### config.mk
export PLATFORM = sky130hd
export DESIGN_NAME = kcs_front
export DESIGN_NICKNAME = d
export VERILOG_FILES = /design/src/hdl/kcs_pkg.sv /design/src/hdl/kcs_front.sv
export SDC_FILE = /design/constraint.sdc
export NUM_CORES = 1
export LEC_CHECK = 0
export BUFFER_PORTS_ARGS = -buffer_cell sky130_fd_sc_hd__buf_4
export CAP_MARGIN = 20
export CORE_MARGIN = 2
export CORE_UTILIZATION = 32
export CTS_CLUSTER_DIAMETER = 200
export DETAILED_ROUTE_END_ITERATION = 10
export PLACE_DENSITY = 0.63
export SLEW_MARGIN = 20
export SYNTH_ARGS = -nofsm -noshare
export SYNTH_HDL_FRONTEND = slang
export SYNTH_SLANG_ARGS = --single-unit
export TNS_END_PERCENT = 5
### constraint.sdc
create_clock -name clock -period 5.9 [get_ports clock]
set_input_delay 1.18 -clock clock [delete_from_list [all_inputs] [get_ports clock]]
set_output_delay 1.18 -clock clock [all_outputs]
set_load 0.02 [all_outputs]
### src/hdl/kcs_pkg.sv
`timescale 1ns / 1ps
// ----------------------------------------------------------------------------
// Keyframe channel sampler package
// Sizes, command and table entry types, register codes.
// ----------------------------------------------------------------------------
package kcs_pkg;

   localparam int MAX_KEYS = 64;
   localparam int IDX_W    = $clog2(MAX_KEYS);
   localparam int CNT_W    = $clog2(MAX_KEYS + 1);
   localparam int FRAC_W   = 16;
   localparam int SPAN_MIN = 7;

   localparam logic FUNC_WRITE  = 1'b0;
   localparam logic FUNC_SAMPLE = 1'b1;

   typedef enum logic [1:0] {
      REG_LOOP  = 2'd0,
      REG_CLIP  = 2'd1,
      REG_COUNT = 2'd2
   } reg_idx_type;

   typedef struct packed {
      logic        loop_enable;
      logic [31:0] clip_length;
      logic [6:0]  key_count;
   } cfg_type;

   // decoded transaction handed from front to back
   typedef struct packed {
      logic               is_sample;
      logic [IDX_W-1:0]   idx;
      logic [31:0]        kt;
      logic signed [31:0] x;
      logic signed [31:0] y;
      logic signed [31:0] z;
      logic               hold;
      logic signed [31:0] sample_time;
   } cmd_type;

   // one keyframe table row
   typedef struct packed {
      logic [31:0]        kt;
      logic signed [31:0] x;
      logic signed [31:0] y;
      logic signed [31:0] z;
      logic               hold;
   } key_type;

endpackage

### src/hdl/kcs_front.sv
`timescale 1ns / 1ps
// ----------------------------------------------------------------------------
// Keyframe sampler front end
// Accepts request transactions, clamps key time, registers a command.
// ----------------------------------------------------------------------------
module kcs_front (
   input  logic                     clock,
   input  logic                     reset,
   input  logic                     req_valid,
   output logic                     req_ready,
   input  logic                     req_func,
   input  logic [5:0]               req_key_index,
   input  logic signed [31:0]       req_key_time,
   input  logic signed [31:0]       req_key_x,
   input  logic signed [31:0]       req_key_y,
   input  logic signed [31:0]       req_key_z,
   input  logic                     req_key_hold,
   input  logic signed [31:0]       req_sample_time,
   output logic                     cmd_valid,
   input  logic                     cmd_ready,
   output kcs_pkg::cmd_type         cmd
);
   import kcs_pkg::*;

   logic    valid_ff;
   cmd_type cmd_ff;
   cmd_type cmd_in;

   assign req_ready = !valid_ff || cmd_ready;
   assign cmd_valid = valid_ff;
   assign cmd       = cmd_ff;

   // classify and clamp negative key times to zero
   always_comb begin
      cmd_in.is_sample   = (req_func == FUNC_SAMPLE);
      cmd_in.idx         = req_key_index[IDX_W-1:0];
      cmd_in.kt          = req_key_time[31] ? 32'd0 : req_key_time;
      cmd_in.x           = req_key_x;
      cmd_in.y           = req_key_y;
      cmd_in.z           = req_key_z;
      cmd_in.hold        = req_key_hold;
      cmd_in.sample_time = req_sample_time;
   end

   always_ff @(posedge clock) begin
      if (reset) begin
         valid_ff <= 1'b0;
      end else if (req_ready) begin
         valid_ff <= req_valid;
      end
   end

   always_ff @(posedge clock) begin
      if (req_valid && req_ready) begin
         cmd_ff <= cmd_in;
      end
   end

endmodule

==> flow_summary.json, run 1 <==
{
  "status": "finished, final reports clean",
  "ir_drop_mv": 0.1661,
  "cp-start-kind": "input port",
  "syn_area_per_cell_um2": 25.49,
  "crit_slowest_cell": "buf_4",
  "drc": 0,
  "fin_worst_skew_ns": 0.007749,
  "ys_warn_count": 0,
  "drv_cap": 0,
  "cts_setup_buffers": 0,
  "top_layer_used": "met4",
  "yosysTopAreaCell": "edfxtp_1",
  "h-tree-depth": 4,
  "drt-pass1-iter-count": 4,
  "synth_cell_types": 10,
  "fin_crit_sh_pct": 46.73,
  "synth.top_cell.area_share_pct": 94.57,
  "final_hold_viol_count": 0,
  "hp-start": "cmd_valid$_SDFFE_PP0P_",
  "via_count": 3254,
  "synth_cells": 208,
  "worst_pin_slew_ns": 0.8387,
  "rows": 47,
  "die_x_um": 132.7,
  "path_cells": "buf_4 > nand2b_4 > buf_4",
  "setup_tns_ns": 0,
  "gp_congestion": 0.7778,
  "slew-limit-headroom_pct": 44.09,
  "final_nets": 737,
  "crit_fanout": 3,
  "synthFlopType": "edfxtp_1",
  "synth_fp_nets": 380,
  "critical_path_arrival_ns": 1.58,
  "final_core_util_pct": 52.85,
  "initial_core_util_pct": 32.32,
  "ant_nets": 0,
  "p_per_area_mw_per_mm2": 320.3,
  "cts_made_buffers": 17,
  "post-place-ws_ns": 3.066,
  "grt_pass1_vias": 3516,
  "post-route-min-period_ns": 2.757,
  "drv_slew": 0,
  "p_leak_nw": 3.636,
  "setup_viol": 0,
  "criticalPathCategory": "in2out",
  "yosys-top-cells-area": "edfxtp_1, nor2b_1, buf_6",
  "end_kind": "output port",
  "routed-wl-met2_um": 6673,
  "cts_resized": 0,
  "drt_iter0_drc": 177,
  "synth_enable_flop_cells": 167,
  "rsz0062_at_grt": "false",
  "boundaryPins": 342,
  "drive_gt1_share_pct": 64.53,
  "seq_area_frac_synth_pct": 94.95,
  "r2r-end": "cmd[18]$_DFFE_PP_",
  "wl_per_cell_um": 16.32,
  "worstSkewPairLatency_ns": 0.41,
  "r2r_slack_ns": 4.05,
  "fmax_ghz": 0.3627,
  "place.port_buffers": 340,
  "final.setup.worst_slack_ns": 3.143,
  "hold_depth": 2,
  "vias_per_cell": 4.078,
  "slowest_delay_ns": 0.15,
  "grt_pass1_wl_um": 19110,
  "clockRootBuffer": "clkbuf_16",
  "grt_max_degree": 85,
  "synth-seq-cells": 168,
  "cts_tree": "done",
  "die_area_mm2": 0.01762,
  "wl_met1_um": 4757,
  "power_mw": 2.777,
  "routed_wl_um": 13020,
  "fillers": 1363,
  "r2r_cells": 3,
  "n_antenna_cell": 0,
  "layout-area-overhead-vs-synth_pct": 63.52,
  "synthTopCellsByCount": "edfxtp_1, nor2b_1, buf_6",
  "dieHeight_um": 132.7,
  "worstPathRequired_ns": 4.72,
  "clock-sinks": 168,
  "hp-class": "reg2reg",
  "ctsHoldBuffers": 0,
  "cts.clk_slew.worst_paths_ns": 0.06,
  "core_mm2": 0.01641,
  "whs_endpoint": "cmd_valid$_SDFFE_PP0P_",
  "antenna_found_initial": 0,
  "grt_remaining_overflow": 0,
  "critPathMostFrequentCell": "buf_4",
  "dr_wl_met3_um": 1260,
  "cts.path.max_buffers": 2,
  "grtUsageTotal_pct": 14.59,
  "reg2reg_from": "cmd_valid$_SDFFE_PP0P_",
  "synth_area_mm2": 0.005303,
  "hpwl_um": 9939,
  "synthArstFlopShare_pct": 0,
  "yosysMostFrequentCell": "edfxtp_1"
}
==> registers in the layout, indices dropped and copies added (netlist names) <==
name,cells
cmd,167
cmd_valid,1
==> logic make-up (layout without fill, tap and decap cells) <==
family	count (synthesis)	in the layout	share of synthesized area [%]
simple gates	33	33	4.035
flops	168	168	94.95
other cells	1	1	0.07072
buf+inv	5	375	0.8494
compound gates	1	1	0.09429
==> worst max path at each step <==
stage | start | endpoint | slack, ns | depth (start not counted)
final | cmd_ready | req_ready | 3.14 | 3
after global routing | cmd_ready | req_ready | 3.13 | 3
after CTS | cmd_ready | req_ready | 3.14 | 3
after detailed placement | cmd_ready | cmd[74]$_DFFE_PP_ | 3.07 | 4
after global placement | cmd_ready | cmd[29]$_DFFE_PP_ | 3.14 | 4
after floorplan | cmd_ready | cmd[0]$_DFFE_PP_ | 0.18 | 2
==> layer usage <==
layer,GRT usage [%],up-vias
met2,24.50,203
met1,15.88,1511
met4,6.870,0
li1,-,1517
met3,6.437,23
met5,0,-
==> worst max-delay path: cells and delay by family <==
kind | cells | cell delay [ns]
buffers and inverters | 2 | 0.26
and+or+nand+nor | 1 | 0.13
==> through the flow <==
stage | std cells | instance area, um^2 | hold slack [ns]
after floorplan | 208 | 5303 | 0.6233
after global placement | 766 | 8119 | 0.4930
after detailed placement | 766 | 8119 | 0.5040
after CTS | 798 | 8671 | 0.5142
after global routing | 798 | 8671 | 0.5285
final | 798 | 8671 | 0.5091
==> report_power, final <==
group | total [mW] | leakage (nW) | switching [mW] | internal (mW)
clock | 1.03 | 0.263 | 0.451 | 0.583
combinational | 0.324 | 1.74 | 0.165 | 0.159
sequential | 1.42 | 1.63 | 0.0202 | 1.40
total | 2.78 | 3.64 | 0.636 | 2.14
==> cells in the final DEF, fill, tap and decap left out <==
master and n:
buf_4 341, clkbuf_16 17, clkinv_4 2, inv_1 1
buf_12 1, bufinv_16 1, dfxtp_1 1, clkinvlp_4 3
nor2b_1 31, a21oi_1 1, clkbuf_1 1, edfxtp_1 167
conb_1 1, clkinv_1 2, inv_6 4, nand2b_4 1
and2_4 1, clkinv_2 2
==> area by class of cell <==
cell class	count	area, um^2	share of cell area, %
clock inverter	14	122.6	1.414
timing repair buffer	342	2580	29.75
clock buffer	18	429.2	4.949
multi-input combinational	35	225.2	2.597
sequential	168	5035	58.07
inverter	1	3.754	0.04329
tap	220	275.3	3.175
(Power assumes the default switching activity.)
==> run 2: changes to the inputs <==
clock period = 2.2 ns   (was 5.9 ns; I/O delays follow)
==> flow_summary.json, run 2 (synthesis gave the netlist of run 1 again) <==
{
  "status": "finished, final reports clean",
  "layout-area-overhead-vs-synth_pct": 65.05,
  "hpwl_um": 10450,
  "largest_reg_flops": 167,
  "final_nets": 744,
  "clock-sinks": 168,
  "p_leak_nw": 3.680,
  "worstPathRequired_ns": 2.30,
  "via_count": 3288,
  "cts.path.max_buffers": 2,
  "final_common_cell": "buf_4",
  "power_mw": 7.406,
  "vias_per_cell": 4.074,
  "die_area_mm2": 0.01762,
  "ir_drop_mv": 0.4491,
  "die_x_um": 132.7,
  "drv_cap": 0,
  "cts_tree": "done",
  "worstSkewPairLatency_ns": 0.41,
  "drc": 0,
  "cts_made_buffers": 17,
  "criticalPathCategory": "reg2reg",
  "drt_iter0_drc": 183,
  "ctsHoldBuffers": 0,
  "core_mm2": 0.01641,
  "final_hold_viol_count": 0,
  "fin_worst_skew_ns": 0.009344,
  "post-place-ws_ns": 0.4767,
  "grt_pass1_vias": 3463,
  "fmax_ghz": 0.6783,
  "h-tree-depth": 4,
  "post-route-min-period_ns": 1.474,
  "final_core_util_pct": 53.34,
  "drv_slew": 0,
  "register_area_mm2": 0.005035,
  "cp-start-kind": "flop",
  "gp_congestion": 0.7635,
  "grt_max_degree": 43,
  "rows": 47,
  "dieHeight_um": 132.7,
  "wl_per_cell_um": 16.48,
  "p_per_area_mw_per_mm2": 846.2,
  "rsz0062_at_grt": "false",
  "boundaryPins": 342,
  "cts.clk_slew.worst_paths_ns": 0.06,
  "crit_fanout": 42,
  "hp-class": "in2reg",
  "routed_wl_um": 13300,
  "ant_nets": 0,
  "setup_viol": 0,
  "cts_resized": 0,
  "critical_path_arrival_ns": 1.58,
  "initial_core_util_pct": 32.32,
  "final.setup.worst_slack_ns": 0.7257,
  "clockRootBuffer": "clkbuf_16",
  "antenna_found_initial": 2,
  "fillers": 1358,
  "grt_pass1_wl_um": 19490,
  "finalInstanceArea_mm2": 0.008752,
  "cts_setup_buffers": 0,
  "end_kind": "flop",
  "multiInputGateArea_um2": 225.2,
  "layout_common_cells": "buf_4, edfxtp_1, nor2b_1",
  "drive_gt1_share_pct": 64.27,
  "grtUsageTotal_pct": 15.00,
  "drt-pass1-iter-count": 4,
  "post_dp_cell_area_mm2": 0.008209,
  "fin_crit_sh_pct": 67.01,
  "grt_remaining_overflow": 0,
  "place.port_buffers": 340
}
==> run 2: cell types whose count changed in the layout (fill, tap and decap cells not counted) <==
cell	delta
buf_4	+4
buf_12	+3
clkinv_1	+3
clkinvlp_4	-2
diode_2	+2
inv_6	-2
clkbuf_1	+1
clkinv_2	-1
clkinv_4	+1
==> run 2: routing by layer <==
layer / GRT usage [%] / wire [um] / up-vias
li1: - / - / 1532
met1: 15.89 / 4681 / 1519
met2: 24.73 / 6794 / 216
met3: 7.165 / 1488 / 21
met4: 8.184 / 331 / 0
met5: 0 / 0 / -
==> run 2: stage by stage <==
stage          hold WS (ns)  cells  TNS [ns]
2_1_floorplan        0.5091    208    -5.416
3_3_place_gp         0.4916    773         0
3_5_place_dp         0.5135    773         0
4_1_cts              0.1499    805         0
5_1_grt              0.1587    807         0
6_report             0.1739    807         0
==> run 2: layout make-up <==
type                       count  area share, %
sequential                   168          57.53
timing repair buffer         349          30.51
clock buffer                  19          4.946
tap                          220          3.145
multi-input combinational     35          2.573
clock inverter                13          1.201
antenna                        2        0.05718
inverter                       1        0.04289
==> run 2: final timing paths <==
kind,startpoint,end,slack [ns],cells after the start
worst max-delay path,cmd_valid$_SDFFE_PP0P_,cmd[142]$_SDFFCE_PP0P_,0.73,3
worst min-delay path,reset,cmd_valid$_SDFFE_PP0P_,0.17,2
worst max register to register,cmd_valid$_SDFFE_PP0P_,cmd[142]$_SDFFCE_PP0P_,0.73,3
worst min register to register,cmd_valid$_SDFFE_PP0P_,cmd_valid$_SDFFE_PP0P_,0.52,2
==> run 2: worst max-delay path, stage by stage, from the launching register on <==
cell	delay (ns)
dfxtp_1	0.34
nand2b_4	0.08
and2_4	0.40
buf_12	0.29
==> run 2: where the power goes <==
group / internal (mW) / leakage, nW / switching, mW
Combinational: 0.447 / 1.79 / 0.449
Clock: 1.55 / 0.259 / 1.16
Sequential: 3.75 / 1.63 / 0.0541
