--- src/hdl/kcs_pkg.sv ---
`timescale 1ns / 1ps
// ----------------------------------------------------------------------------
// Keyframe channel sampler package
// Sizes, command and table entry types, register codes.
// ----------------------------------------------------------------------------
package kcs_pkg;

   localparam int MAX_KEYS = 64;
   localparam int IDX_W    = $clog2(MAX_KEYS);
   localparam int CNT_W    = $clog2(MAX_KEYS + 1);
   localparam int FRAC_W   = 16;
   localparam int SPAN_MIN = 7;

   localparam logic FUNC_WRITE  = 1'b0;
   localparam logic FUNC_SAMPLE = 1'b1;

   typedef enum logic [1:0] {
      REG_LOOP  = 2'd0,
      REG_CLIP  = 2'd1,
      REG_COUNT = 2'd2
   } reg_idx_type;

   typedef struct packed {
      logic        loop_enable;
      logic [31:0] clip_length;
      logic [6:0]  key_count;
   } cfg_type;

   // decoded transaction handed from front to back
   typedef struct packed {
      logic               is_sample;
      logic [IDX_W-1:0]   idx;
      logic [31:0]        kt;
      logic signed [31:0] x;
      logic signed [31:0] y;
      logic signed [31:0] z;
      logic               hold;
      logic signed [31:0] sample_time;
   } cmd_type;

   // one keyframe table row
   typedef struct packed {
      logic [31:0]        kt;
      logic signed [31:0] x;
      logic signed [31:0] y;
      logic signed [31:0] z;
      logic               hold;
   } key_type;

endpackage

--- src/hdl/kcs_queue.sv ---
`timescale 1ns / 1ps
// ----------------------------------------------------------------------------
// Keyframe sampler command queue
// Two-entry FIFO between front end and sample engine.
// ----------------------------------------------------------------------------
module kcs_queue (
   input  logic             clock,
   input  logic             reset,
   input  logic             in_valid,
   output logic             in_ready,
   input  kcs_pkg::cmd_type in_cmd,
   output logic             out_valid,
   input  logic             out_ready,
   output kcs_pkg::cmd_type out_cmd
);
   import kcs_pkg::*;

   cmd_type    entry_ff [2];
   logic       wr_ptr_ff;
   logic       rd_ptr_ff;
   logic [1:0] count_ff;
   logic       push;
   logic       pop;

   assign in_ready  = (count_ff != 2'd2);
   assign out_valid = (count_ff != 2'd0);
   assign out_cmd   = entry_ff[rd_ptr_ff];
   assign push      = in_valid && in_ready;
   assign pop       = out_valid && out_ready;

   always_ff @(posedge clock) begin
      if (reset) begin
         wr_ptr_ff <= 1'b0;
         rd_ptr_ff <= 1'b0;
         count_ff  <= 2'd0;
      end else begin
         if (push) begin
            wr_ptr_ff <= ~wr_ptr_ff;
         end
         if (pop) begin
            rd_ptr_ff <= ~rd_ptr_ff;
         end
         count_ff <= count_ff + {1'b0, push} - {1'b0, pop};
      end
   end

   always_ff @(posedge clock) begin
      if (push) begin
         entry_ff[wr_ptr_ff] <= in_cmd;
      end
   end

endmodule

--- config.mk ---
export PLATFORM = sky130hd
export DESIGN_NAME = kcs_queue
export DESIGN_NICKNAME = d
export VERILOG_FILES = /design/src/hdl/kcs_pkg.sv /design/src/hdl/kcs_queue.sv
export SDC_FILE = /design/constraint.sdc
export NUM_CORES = 1
export LEC_CHECK = 0
export ABC_AREA = 1
export BUFFER_PORTS_ARGS = -buffer_cell sky130_fd_sc_hd__buf_4
export CAP_MARGIN = 40
export CORE_MARGIN = 8
export CORE_UTILIZATION = 40
export CTS_CLUSTER_DIAMETER = 50
export DETAILED_ROUTE_END_ITERATION = 10
export HOLD_SLACK_MARGIN = 0.12
export SKIP_CTS_REPAIR_TIMING = 1
export SYNTH_ARGS = -nofsm -noshare
export SYNTH_HDL_FRONTEND = slang
export SYNTH_SLANG_ARGS = --single-unit
--- constraint.sdc ---
create_clock -name clock -period 15 [get_ports clock]
set_input_delay 4.5 -clock clock [delete_from_list [all_inputs] [get_ports clock]]
set_output_delay 4.5 -clock clock [all_outputs]
set_load 0.005 [all_outputs]
==> results of run 1 <==
[stage by stage]
stage	cells	total power, W	utilization	hold WS, ps
floorplan	560	0.001656	-	467.5
global placement	1289	0.001951	0.4982	486.3
detailed placement	1295	0.001976	0.5035	486.2
CTS	1358	0.002879	0.5420	514.5
global route	1359	0.002957	0.5420	544.6
finish	1359	0.002828	0.5420	505.2
[area by class of cell]
type	count	area (um^2)
timing repair buffer	352	2763
multi-input combinational	192	2392
inverter	8	35.03
tap	402	503.0
sequential	341	10190
antenna	1	2.502
clock inverter	12	151.4
fill	2551	14450
clock buffer	51	1064
[cell families after synthesis]
kind of cell             Yosys count  share of synthesized area
AO/OA/AOI/OAI                      2                  0.0007824
adder cells (fa/ha/maj)            2                   0.001956
buffers and inverters             27                    0.01711
flip-flops                       341                     0.7965
multiplexers                     168                     0.1775
AND/OR/NAND/NOR                   20                   0.006161
[worst reg2reg max path: stages (launching register included)]
cell	delay, ps
sky130_fd_sc_hd__dfxtp_1	360
sky130_fd_sc_hd__inv_1	70
sky130_fd_sc_hd__nand2_1	120
sky130_fd_sc_hd__nand2_1	120
sky130_fd_sc_hd__nor2_4	620
sky130_fd_sc_hd__buf_4	550
sky130_fd_sc_hd__buf_16	330
[metal layers]
layer,share of wire,wire [um]
met5,0,0
met4,0.014,390
met3,0.097,2693
met2,0.48,13370
met1,0.41,11210
[placed cells by master (no fill, tap or decap), types with 3 or more instances in the layout]
cell	synthesis	routed
sky130_fd_sc_hd__buf_16	0	6
sky130_fd_sc_hd__buf_4	0	346
sky130_fd_sc_hd__bufinv_16	0	3
sky130_fd_sc_hd__clkbuf_1	0	10
sky130_fd_sc_hd__clkbuf_16	0	41
sky130_fd_sc_hd__clkinv_2	0	4
sky130_fd_sc_hd__dfxtp_1	5	4
sky130_fd_sc_hd__edfxtp_1	336	336
sky130_fd_sc_hd__inv_1	8	7
sky130_fd_sc_hd__mux2_2	67	67
sky130_fd_sc_hd__mux2_4	101	101
sky130_fd_sc_hd__nand2_1	8	8
sky130_fd_sc_hd__nand3_1	3	3
sky130_fd_sc_hd__nor2_1	9	8
[flip-flops by register name, summed over array words and instances (netlist names), named ones only]
name and flops:
wr_ptr_ff 1, rd_ptr_ff 1, count_ff 2, entry_ff 336
[power by group]
group	switching [W]	internal, W
sequential	0.0000377	0.00121
clock	0.000342	0.000549
combinational	0.000296	0.000398
[final timing paths]
path | start | endpoint | cells past startpoint
min | rd_ptr_ff | flop | 2
max | flop | out_cmd[21] | 5
min reg2reg | rd_ptr_ff | flop | 2
max reg2reg | count_ff[0] | entry_ff[0][60] | 6
==> impl_metrics.py, run 1 <==
metrics = {
    "status": {
        "run_status": "finished clean",
    },
    "logic_synthesis": {
        "ys_ff_latch": 341,
        "synth_commonest_cells": "sky130_fd_sc_hd__edfxtp_1, sky130_fd_sc_hd__mux2_4, sky130_fd_sc_hd__mux2_2",
        "cell_count_after_synthesis": 560,
        "ys_dominant_reg_cell": "sky130_fd_sc_hd__edfxtp_1",
        "synth.top_cells.by_area": "sky130_fd_sc_hd__edfxtp_1, sky130_fd_sc_hd__mux2_4, sky130_fd_sc_hd__mux2_2, sky130_fd_sc_hd__buf_6, sky130_fd_sc_hd__dfxtp_1",
        "synth_top_cell_by_area": "sky130_fd_sc_hd__edfxtp_1",
        "number_of_enable_type_register_cells_in_the_synthesized_netlist": 336,
        "syn-mean-instance-area_um2": 22.85,
        "number_of_synthesis_warnings": 0,
        "ys_async_rst_share": 0,
        "yosys.cell_types.count": 12,
        "synth.net_count": 734,
        "synth_largest_type_area_fraction": 0.7887,
        "syn-cell-area_um2": 12790,
        "synth.most_common_cell": "sky130_fd_sc_hd__edfxtp_1",
        "synth.yosys.seq_area_share": 0.7965,
    },
    "setup_path": {
        "worstSetupPathType": "reg -> out",
        "setup.worst_path.end_class": "output pin",
        "cp_data_arrival_time_ps": 2770,
        "critical_path.startpoint_type": "flop",
        "worstPathMaxFanout": 40,
        "worstPathRequired_ps": 10500,
        "worst_path_dominant_cell_family": "buffers and inverters",
        "regToRegSetupSlack_ps": 12470,
        "crit_path_max_incr_delay_ps": 600,
        "cp.buffers_inverters": 4,
        "worstPathCellList": "buf_16 -> buf_4 -> buf_16 -> mux2_2 -> buf_4",
        "slowest_stage_cell_cp": "sky130_fd_sc_hd__dfxtp_4",
    },
    "drt": {
        "detail_route.iter0.violations": 269,
        "drt_drc_violations_left": 0,
        "avg_wl_per_cell_um": 20.35,
        "detailroute.via_count": 6396,
        "drt_wl_total_um": 27660,
        "number_of_vias_per_cell_after_detailed_routing": 4.706,
        "ant_nets": 0,
        "dr.pass1.iters": 4,
    },
    "grt": {
        "grt_util_met2": 0.2292,
        "via_count_of_the_first_global_routing_pass": 6721,
        "pin_count_of_the_biggest_net_entering_global_routing": 85,
        "grtUsageMet3": 0.06150,
        "first_pass_grt_wire_length_um": 40740,
        "grt.overflow.total": 0,
        "gr-max-usage-layer": "met2",
        "groute.layer.met1.usage": 0.1639,
        "antenna_found_initial": 1,
        "grt_use_total": 0.1386,
    },
    "floorplan": {
        "die_height_um": 194.8,
        "boundaryPins": 342,
        "die_area_um2": 37960,
        "num_rows": 65,
        "dieWidth_um": 194.8,
        "core_um2": 31560,
        "initial_utilization": 0.4054,
    },
    "cells_and_area": {
        "fin_nets": 1107,
        "final_area_um2": 17100,
        "layout-drive-gt1-share": 0.6025,
        "layout-area-overhead-vs-synth_pct": 33.69,
    },
    "placement": {
        "detailed_place_hpwl_um": 19600,
        "postPlaceCellArea_um2": 15890,
        "io_buffer_count": 341,
        "gp_routability_congestion": 0.6978,
        "post_placement_worst_setup_slack_ps": 8207,
    },
    "run": {
        "timing.max_cap.violations": 0,
    },
    "sta": {
        "tightest_slew_ps": 794.6,
        "timing.setup.tns_ps": 0,
        "layout_min_cycle_time_ps": 7269,
        "fin_crit_sh": 0.4846,
        "final_hold_viol_count": 0,
        "slew_viol_final": 0,
        "unrepaired_setup_endpoints_after_global_routing": "no",
        "finalSetupViolations": 0,
        "fmax_ghz": 0.1376,
        "finalClockSkew_ps": 10.24,
        "postLayoutSetupSlackWorst_ps": 7731,
        "max-slew-margin-rel": 0.4690,
    },
    "cts": {
        "cts-root-to-sink-buffers": 3,
        "tritoncts_clock_tree": "done",
        "tritoncts_num_sinks": 341,
        "clkSlewWorstSetupHoldPaths_ps": 60,
        "cts_buffers": 38,
        "clock_insertion_delay_worst_skew_ps": 500,
        "h-tree-depth": 2,
        "clockRootBuffer": "sky130_fd_sc_hd__clkbuf_16",
    },
    "power": {
        "worst_ir_drop_vdd_mv": 0.1144,
        "pwr_density_cell_nw_per_um2": 165.4,
        "static-leakage-power_nw": 6.573,
    },
    "hold_path": {
        "tightest_hold_check_type": "reg -> reg",
    },
}
No activity file was read; power rests on OpenSTA's default activity.
==> run 2, diff against run 1 <==
==> constraint.sdc (replaced) <==
create_clock -name clock -period 6.7 [get_ports clock]
set_input_delay 2.01 -clock clock [delete_from_list [all_inputs] [get_ports clock]]
set_output_delay 2.01 -clock clock [all_outputs]
set_load 0.005 [all_outputs]
==> impl_metrics.py, run 2 (synthesized netlist as in run 1, its figures left out) <==
metrics = {
    "cells_and_area": {
        "largest_reg_flops": 336,
        "layout_commonest_cell": "sky130_fd_sc_hd__buf_4",
        "n_fill_cell": 2542,
        "largest-register": "entry_ff",
        "fin_nets": 1103,
        "reg.largest.list": "entry_ff x336, count_ff x2",
        "layout-area-overhead-vs-synth_pct": 33.06,
        "layout-drive-gt1-share": 0.6027,
        "layout_common_cells": "sky130_fd_sc_hd__buf_4, sky130_fd_sc_hd__edfxtp_1, sky130_fd_sc_hd__mux2_4, sky130_fd_sc_hd__mux2_2, sky130_fd_sc_hd__clkbuf_16",
    },
    "drt": {
        "avg_wl_per_cell_um": 20.28,
        "detailroute.via_count": 6424,
        "ant_nets": 0,
        "number_of_vias_per_cell_after_detailed_routing": 4.717,
        "detail_route.iter0.violations": 269,
        "dr.pass1.iters": 6,
        "drt_wl_total_um": 27620,
        "drt_drc_violations_left": 0,
    },
    "floorplan": {
        "core_um2": 31560,
        "dieWidth_um": 194.8,
        "die_area_um2": 37960,
        "die_height_um": 194.8,
        "boundaryPins": 342,
        "num_rows": 65,
        "initial_utilization": 0.4054,
    },
    "sta": {
        "finalSetupViolations": 0,
        "fmax_ghz": 0.2320,
        "final_hold_viol_count": 0,
        "layout_min_cycle_time_ps": 4310,
        "max-slew-margin-rel": 0.3337,
        "slew_viol_final": 0,
        "timing.setup.tns_ps": 0,
        "unrepaired_setup_endpoints_after_global_routing": "no",
        "hold-worst-slack_ps": 533.5,
        "tightest_slew_ps": 999.5,
        "finalClockSkew_ps": 11.16,
        "fin_crit_sh": 0.6433,
    },
    "run": {
        "timing.max_cap.violations": 0,
    },
    "setup_path": {
        "worst_r2r_endpoint": "entry_ff[1][125]",
        "worstSetupPathType": "reg -> out",
        "reg2reg_depth": 5,
        "worstPathMaxFanout": 50,
        "setup.worst_path.end_class": "output pin",
        "regToRegSetupSlack_ps": 4440,
        "r2r-start": "count_ff[0]",
        "critical_path.startpoint_type": "flop",
        "worstPathRequired_ps": 4690,
        "cp_data_arrival_time_ps": 2300,
    },
    "cts": {
        "clock_insertion_delay_worst_skew_ps": 500,
        "tritoncts_clock_tree": "done",
        "h-tree-depth": 2,
        "clockRootBuffer": "sky130_fd_sc_hd__clkbuf_16",
        "clkSlewWorstSetupHoldPaths_ps": 60,
        "tritoncts_num_sinks": 341,
        "cts_buffers": 41,
        "cts-root-to-sink-buffers": 3,
    },
    "status": {
        "run_status": "finished clean",
    },
    "grt": {
        "pin_count_of_the_biggest_net_entering_global_routing": 169,
        "first_pass_grt_wire_length_um": 40910,
        "via_count_of_the_first_global_routing_pass": 6754,
        "antenna_found_initial": 4,
        "grt_use_total": 0.1389,
        "grt.overflow.total": 0,
    },
    "hold_path": {
        "holdPathStages": 2,
        "tightest_hold_check_type": "reg -> reg",
        "hold_start": "rd_ptr_ff",
        "timing.hold.worst_endpoint": "rd_ptr_ff",
    },
    "power": {
        "worst_ir_drop_vdd_mv": 0.3573,
        "static-leakage-power_nw": 6.541,
        "pwr_density_cell_nw_per_um2": 372.3,
    },
    "placement": {
        "io_buffer_count": 341,
        "detailed_place_hpwl_um": 18520,
        "gp_routability_congestion": 0.7026,
    },
}
run 2: changes by cell type in the layout (fill, tap and decap cells not counted), moves of 2 or more:
| cell | delta |
|---|---|
| sky130_fd_sc_hd__clkinv_1 | +8 |
| sky130_fd_sc_hd__clkbuf_8 | +2 |
| sky130_fd_sc_hd__clkinv_2 | +5 |
| sky130_fd_sc_hd__clkbuf_1 | -7 |
| sky130_fd_sc_hd__buf_4 | -4 |
| sky130_fd_sc_hd__buf_16 | -6 |
| sky130_fd_sc_hd__buf_12 | +3 |
run 2: per-layer routing:
layer | track usage | vias to the layer above | share of wire
li1 | - | 2960 | -
met1 | 0.1664 | 3175 | 0.41
met3 | 0.06063 | 45 | 0.094
met5 | 0 | - | 0.0014
met2 | 0.2270 | 238 | 0.48
met4 | 0.03622 | 6 | 0.016
run 2: worst max path at each step:
stage | start | to | slack (ps)
CTS | flop | out_cmd[164] | 2310
detailed placement | in_valid | entry_ff[1][38] | 2860
finish | flop | out_cmd[164] | 2390
floorplan | in_valid | entry_ff[1][0] | 820
global placement | flop | out_cmd[160] | 2850
global route | flop | out_cmd[164] | 2240
run 2: power by group:
part	internal [W]	switching [W]	total, W
logic	0.000863	0.000662	0.00153
clock network	0.00122	0.000807	0.00203
registers	0.00270	0.0000775	0.00278
run 2: through the flow:
| step | total power, W | setup slack [ps] | utilization | std cells | instance area, um^2 |
|---|---|---|---|---|---|
| 2_1_floorplan | 0.003668 | 821.4 | - | 560 | 12800 |
| 3_3_place_gp | 0.004377 | 2848 | 0.4992 | 1288 | 15750 |
| 3_5_place_dp | 0.004390 | 2856 | 0.4992 | 1288 | 15750 |
| 4_1_cts | 0.006452 | 2310 | 0.5394 | 1361 | 17020 |
| 5_1_grt | 0.006632 | 2242 | 0.5395 | 1362 | 17020 |
| 6_report | 0.006338 | 2390 | 0.5395 | 1362 | 17020 |
run 2: critical path, cell delays in order, from the launching register on:
cell	delay, ps
sky130_fd_sc_hd__dfxtp_4	530
sky130_fd_sc_hd__buf_4	670
sky130_fd_sc_hd__mux2_2	440
sky130_fd_sc_hd__buf_4	150
run 2: layout make-up:
cell class | count | area (um^2) | area share
sequential | 341 | 10190 | 0.5988
multi-input combinational | 192 | 2392 | 0.1405
timing repair buffer | 345 | 2628 | 0.1544
antenna | 1 | 2.502 | 0.0001470
inverter | 8 | 35.03 | 0.002058
clock inverter | 27 | 203.9 | 0.01198
clock buffer | 46 | 1065 | 0.06255
tap | 402 | 503.0 | 0.02955
==> run 3, diff against run 2 <==
--- a/config.mk
+++ b/config.mk
@@ -13,6 +13,7 @@
 export CTS_CLUSTER_DIAMETER = 50
 export DETAILED_ROUTE_END_ITERATION = 10
 export HOLD_SLACK_MARGIN = 0.12
+export PLACE_DENSITY = 0.66
 export SKIP_CTS_REPAIR_TIMING = 1
 export SYNTH_ARGS = -nofsm -noshare
 export SYNTH_HDL_FRONTEND = slang
==> constraint.sdc (replaced) <==
create_clock -name clock -period 3.5 [get_ports clock]
set_input_delay 1.05 -clock clock [delete_from_list [all_inputs] [get_ports clock]]
set_output_delay 1.05 -clock clock [all_outputs]
set_load 0.005 [all_outputs]
==> impl_metrics.py, run 3 (synthesized netlist as in run 1, its figures left out) <==
metrics = {
    "status": {
        "run_status": "finished clean",
    },
    "power": {
        "clock_power_share": 0.328,
        "internal-power_w": 0.009361,
        "power.combinational.fraction": 0.242,
        "totalPowerFinal_w": 0.01242,
        "pwr_density_cell_nw_per_um2": 719.6,
        "static-leakage-power_nw": 6.629,
        "power.net_switching_w": 0.003057,
        "seq_power_share": 0.430,
        "worst_ir_drop_vdd_mv": 0.4459,
        "fraction_of_power_spent_switching_nets": 0.2461,
    },
    "setup_path": {
        "worstPathCellList": "buf_12 -> buf_12 -> mux2_4 -> buf_4",
        "setup.worst_path.end_class": "output pin",
        "worstPathRequired_ps": 2450,
        "critical_path.startpoint_type": "flop",
        "slowest_stage_cell_cp": "sky130_fd_sc_hd__dfxtp_4",
        "worstSetupPathType": "reg -> out",
        "worst_path_dominant_cell_family": "buffers and inverters",
        "regToRegSetupSlack_ps": 1490,
        "cp_data_arrival_time_ps": 2110,
        "crit_top_cell": "sky130_fd_sc_hd__buf_12",
        "crit_path_max_incr_delay_ps": 600,
        "cp.buffers_inverters": 3,
        "worstPathMaxFanout": 26,
    },
    "cells_and_area": {
        "layout_common_cells": "sky130_fd_sc_hd__buf_4, sky130_fd_sc_hd__edfxtp_1, sky130_fd_sc_hd__mux2_4, sky130_fd_sc_hd__mux2_2, sky130_fd_sc_hd__clkbuf_16",
        "reg.largest.list": "entry_ff x336, count_ff x2",
        "largest-register": "entry_ff",
        "utilization": 0.5469,
        "layout-area-overhead-vs-synth_pct": 34.89,
        "layout-drive-gt1-share": 0.6081,
        "antenna_cells_inserted": 0,
        "final_area_um2": 17260,
        "layout_commonest_cell": "sky130_fd_sc_hd__buf_4",
        "largest_reg_flops": 336,
        "fin_nets": 1112,
    },
    "drt": {
        "detailroute.via_count": 6394,
        "dr.pass1.iters": 4,
        "number_of_vias_per_cell_after_detailed_routing": 4.671,
        "drt_drc_violations_left": 0,
        "avg_wl_per_cell_um": 20.25,
        "drt_wl_total_um": 27730,
        "detail_route.iter0.violations": 256,
        "ant_nets": 0,
    },
    "placement": {
        "detailed_place_hpwl_um": 19380,
        "postPlaceCellArea_um2": 15930,
        "io_buffer_count": 341,
        "gp_routability_congestion": 0.7210,
    },
    "cts": {
        "h-tree-depth": 2,
        "clock_insertion_delay_worst_skew_ps": 510,
        "cts-root-to-sink-buffers": 3,
        "tritoncts_num_sinks": 341,
        "clkSlewWorstSetupHoldPaths_ps": 60,
        "clockRootBuffer": "sky130_fd_sc_hd__clkbuf_16",
        "tritoncts_clock_tree": "done",
        "cts_buffers": 41,
    },
    "floorplan": {
        "initial_utilization": 0.4054,
        "dieWidth_um": 194.8,
        "num_rows": 65,
        "die_height_um": 194.8,
        "core_um2": 31560,
        "die_area_um2": 37960,
        "boundaryPins": 342,
    },
    "sta": {
        "tightest_slew_ps": 813.0,
        "unrepaired_setup_endpoints_after_global_routing": "no",
        "timing.setup.tns_ps": 0,
        "layout_min_cycle_time_ps": 3160,
        "finalSetupViolations": 0,
        "final_hold_viol_count": 0,
        "max-slew-margin-rel": 0.4580,
        "finalClockSkew_ps": 20.16,
        "fin_crit_sh": 0.9029,
        "slew_viol_final": 0,
        "hold-worst-slack_ps": 509.2,
        "fmax_ghz": 0.3164,
    },
    "grt": {
        "first_pass_grt_wire_length_um": 40970,
        "grt.overflow.total": 0,
        "grt_use_total": 0.1394,
        "antenna_found_initial": 1,
        "pin_count_of_the_biggest_net_entering_global_routing": 115,
        "via_count_of_the_first_global_routing_pass": 6811,
    },
    "hold_path": {
        "tightest_hold_check_type": "reg -> reg",
    },
    "run": {
        "timing.max_cap.violations": 0,
    },
}
==> run 3: changes by cell type in the layout (fill, tap and decap cells not counted), moves of 2 or more <==
cell and change:
sky130_fd_sc_hd__bufinv_16 +2, sky130_fd_sc_hd__buf_12 +8, sky130_fd_sc_hd__clkinv_8 +2, sky130_fd_sc_hd__clkinv_2 -5
sky130_fd_sc_hd__clkbuf_8 -2
==> run 3: metrics by stage <==
step           setup slack [ps]  std cells
5_1_grt                   243.5       1369
6_report                  339.9       1369
4_1_cts                   285.3       1369
2_1_floorplan            -513.4        560
3_5_place_dp              851.0       1297
3_3_place_gp              852.2       1297
==> run 3: worst paths after layout <==
| kind | from | cells after the start | endpoint |
|---|---|---|---|
| hold reg to reg | rd_ptr_ff | 2 | rd_ptr_ff |
| hold / removal | rd_ptr_ff | 2 | rd_ptr_ff |
| setup / recovery | flop | 4 | out_cmd[123] |
| setup reg to reg | count_ff[1] | 4 | entry_ff[1][102] |
==> run 3: metal layers <==
metal  global-route usage  routed length, um  up-vias
met4              0.03790                614        2
li1                     -                  -     2969
met2               0.2370              13710      264
met5                    0                 13        -
met1               0.1563              10580     3115
met3              0.06461               2806       44
==> run 3: layout make-up <==
type / instances / area, um^2
Inverter: 8 / 33.78
Clock inverter: 29 / 292.8
Multi-Input combinational cell: 192 / 2405
Tap cell: 402 / 503.0
Sequential cell: 341 / 10190
Clock buffer: 43 / 1033
Fill cell: 2492 / 14300
Timing Repair Buffer: 354 / 2795
==> run 3: worst register-to-register path: stages (launching register included) <==
cell and delay [ps]:
sky130_fd_sc_hd__dfxtp_1 370, sky130_fd_sc_hd__nand2_1 190, sky130_fd_sc_hd__nand3_2 150, sky130_fd_sc_hd__clkinvlp_4 530
sky130_fd_sc_hd__buf_12 440
==> run 3: power groups by stage <==
| stage | sequential (W) | combinational [W] | clock, W |
|---|---|---|---|
| 3_5_place_dp | 0.00543 | 0.00308 | 0 |
| 5_1_grt | 0.00539 | 0.00323 | 0.00433 |
| 2_1_floorplan | 0.00539 | 0.00162 | 0 |
| 4_1_cts | 0.00534 | 0.00309 | 0.00419 |
| 6_report | 0.00534 | 0.00301 | 0.00408 |
| 3_3_place_gp | 0.00540 | 0.00307 | 0 |
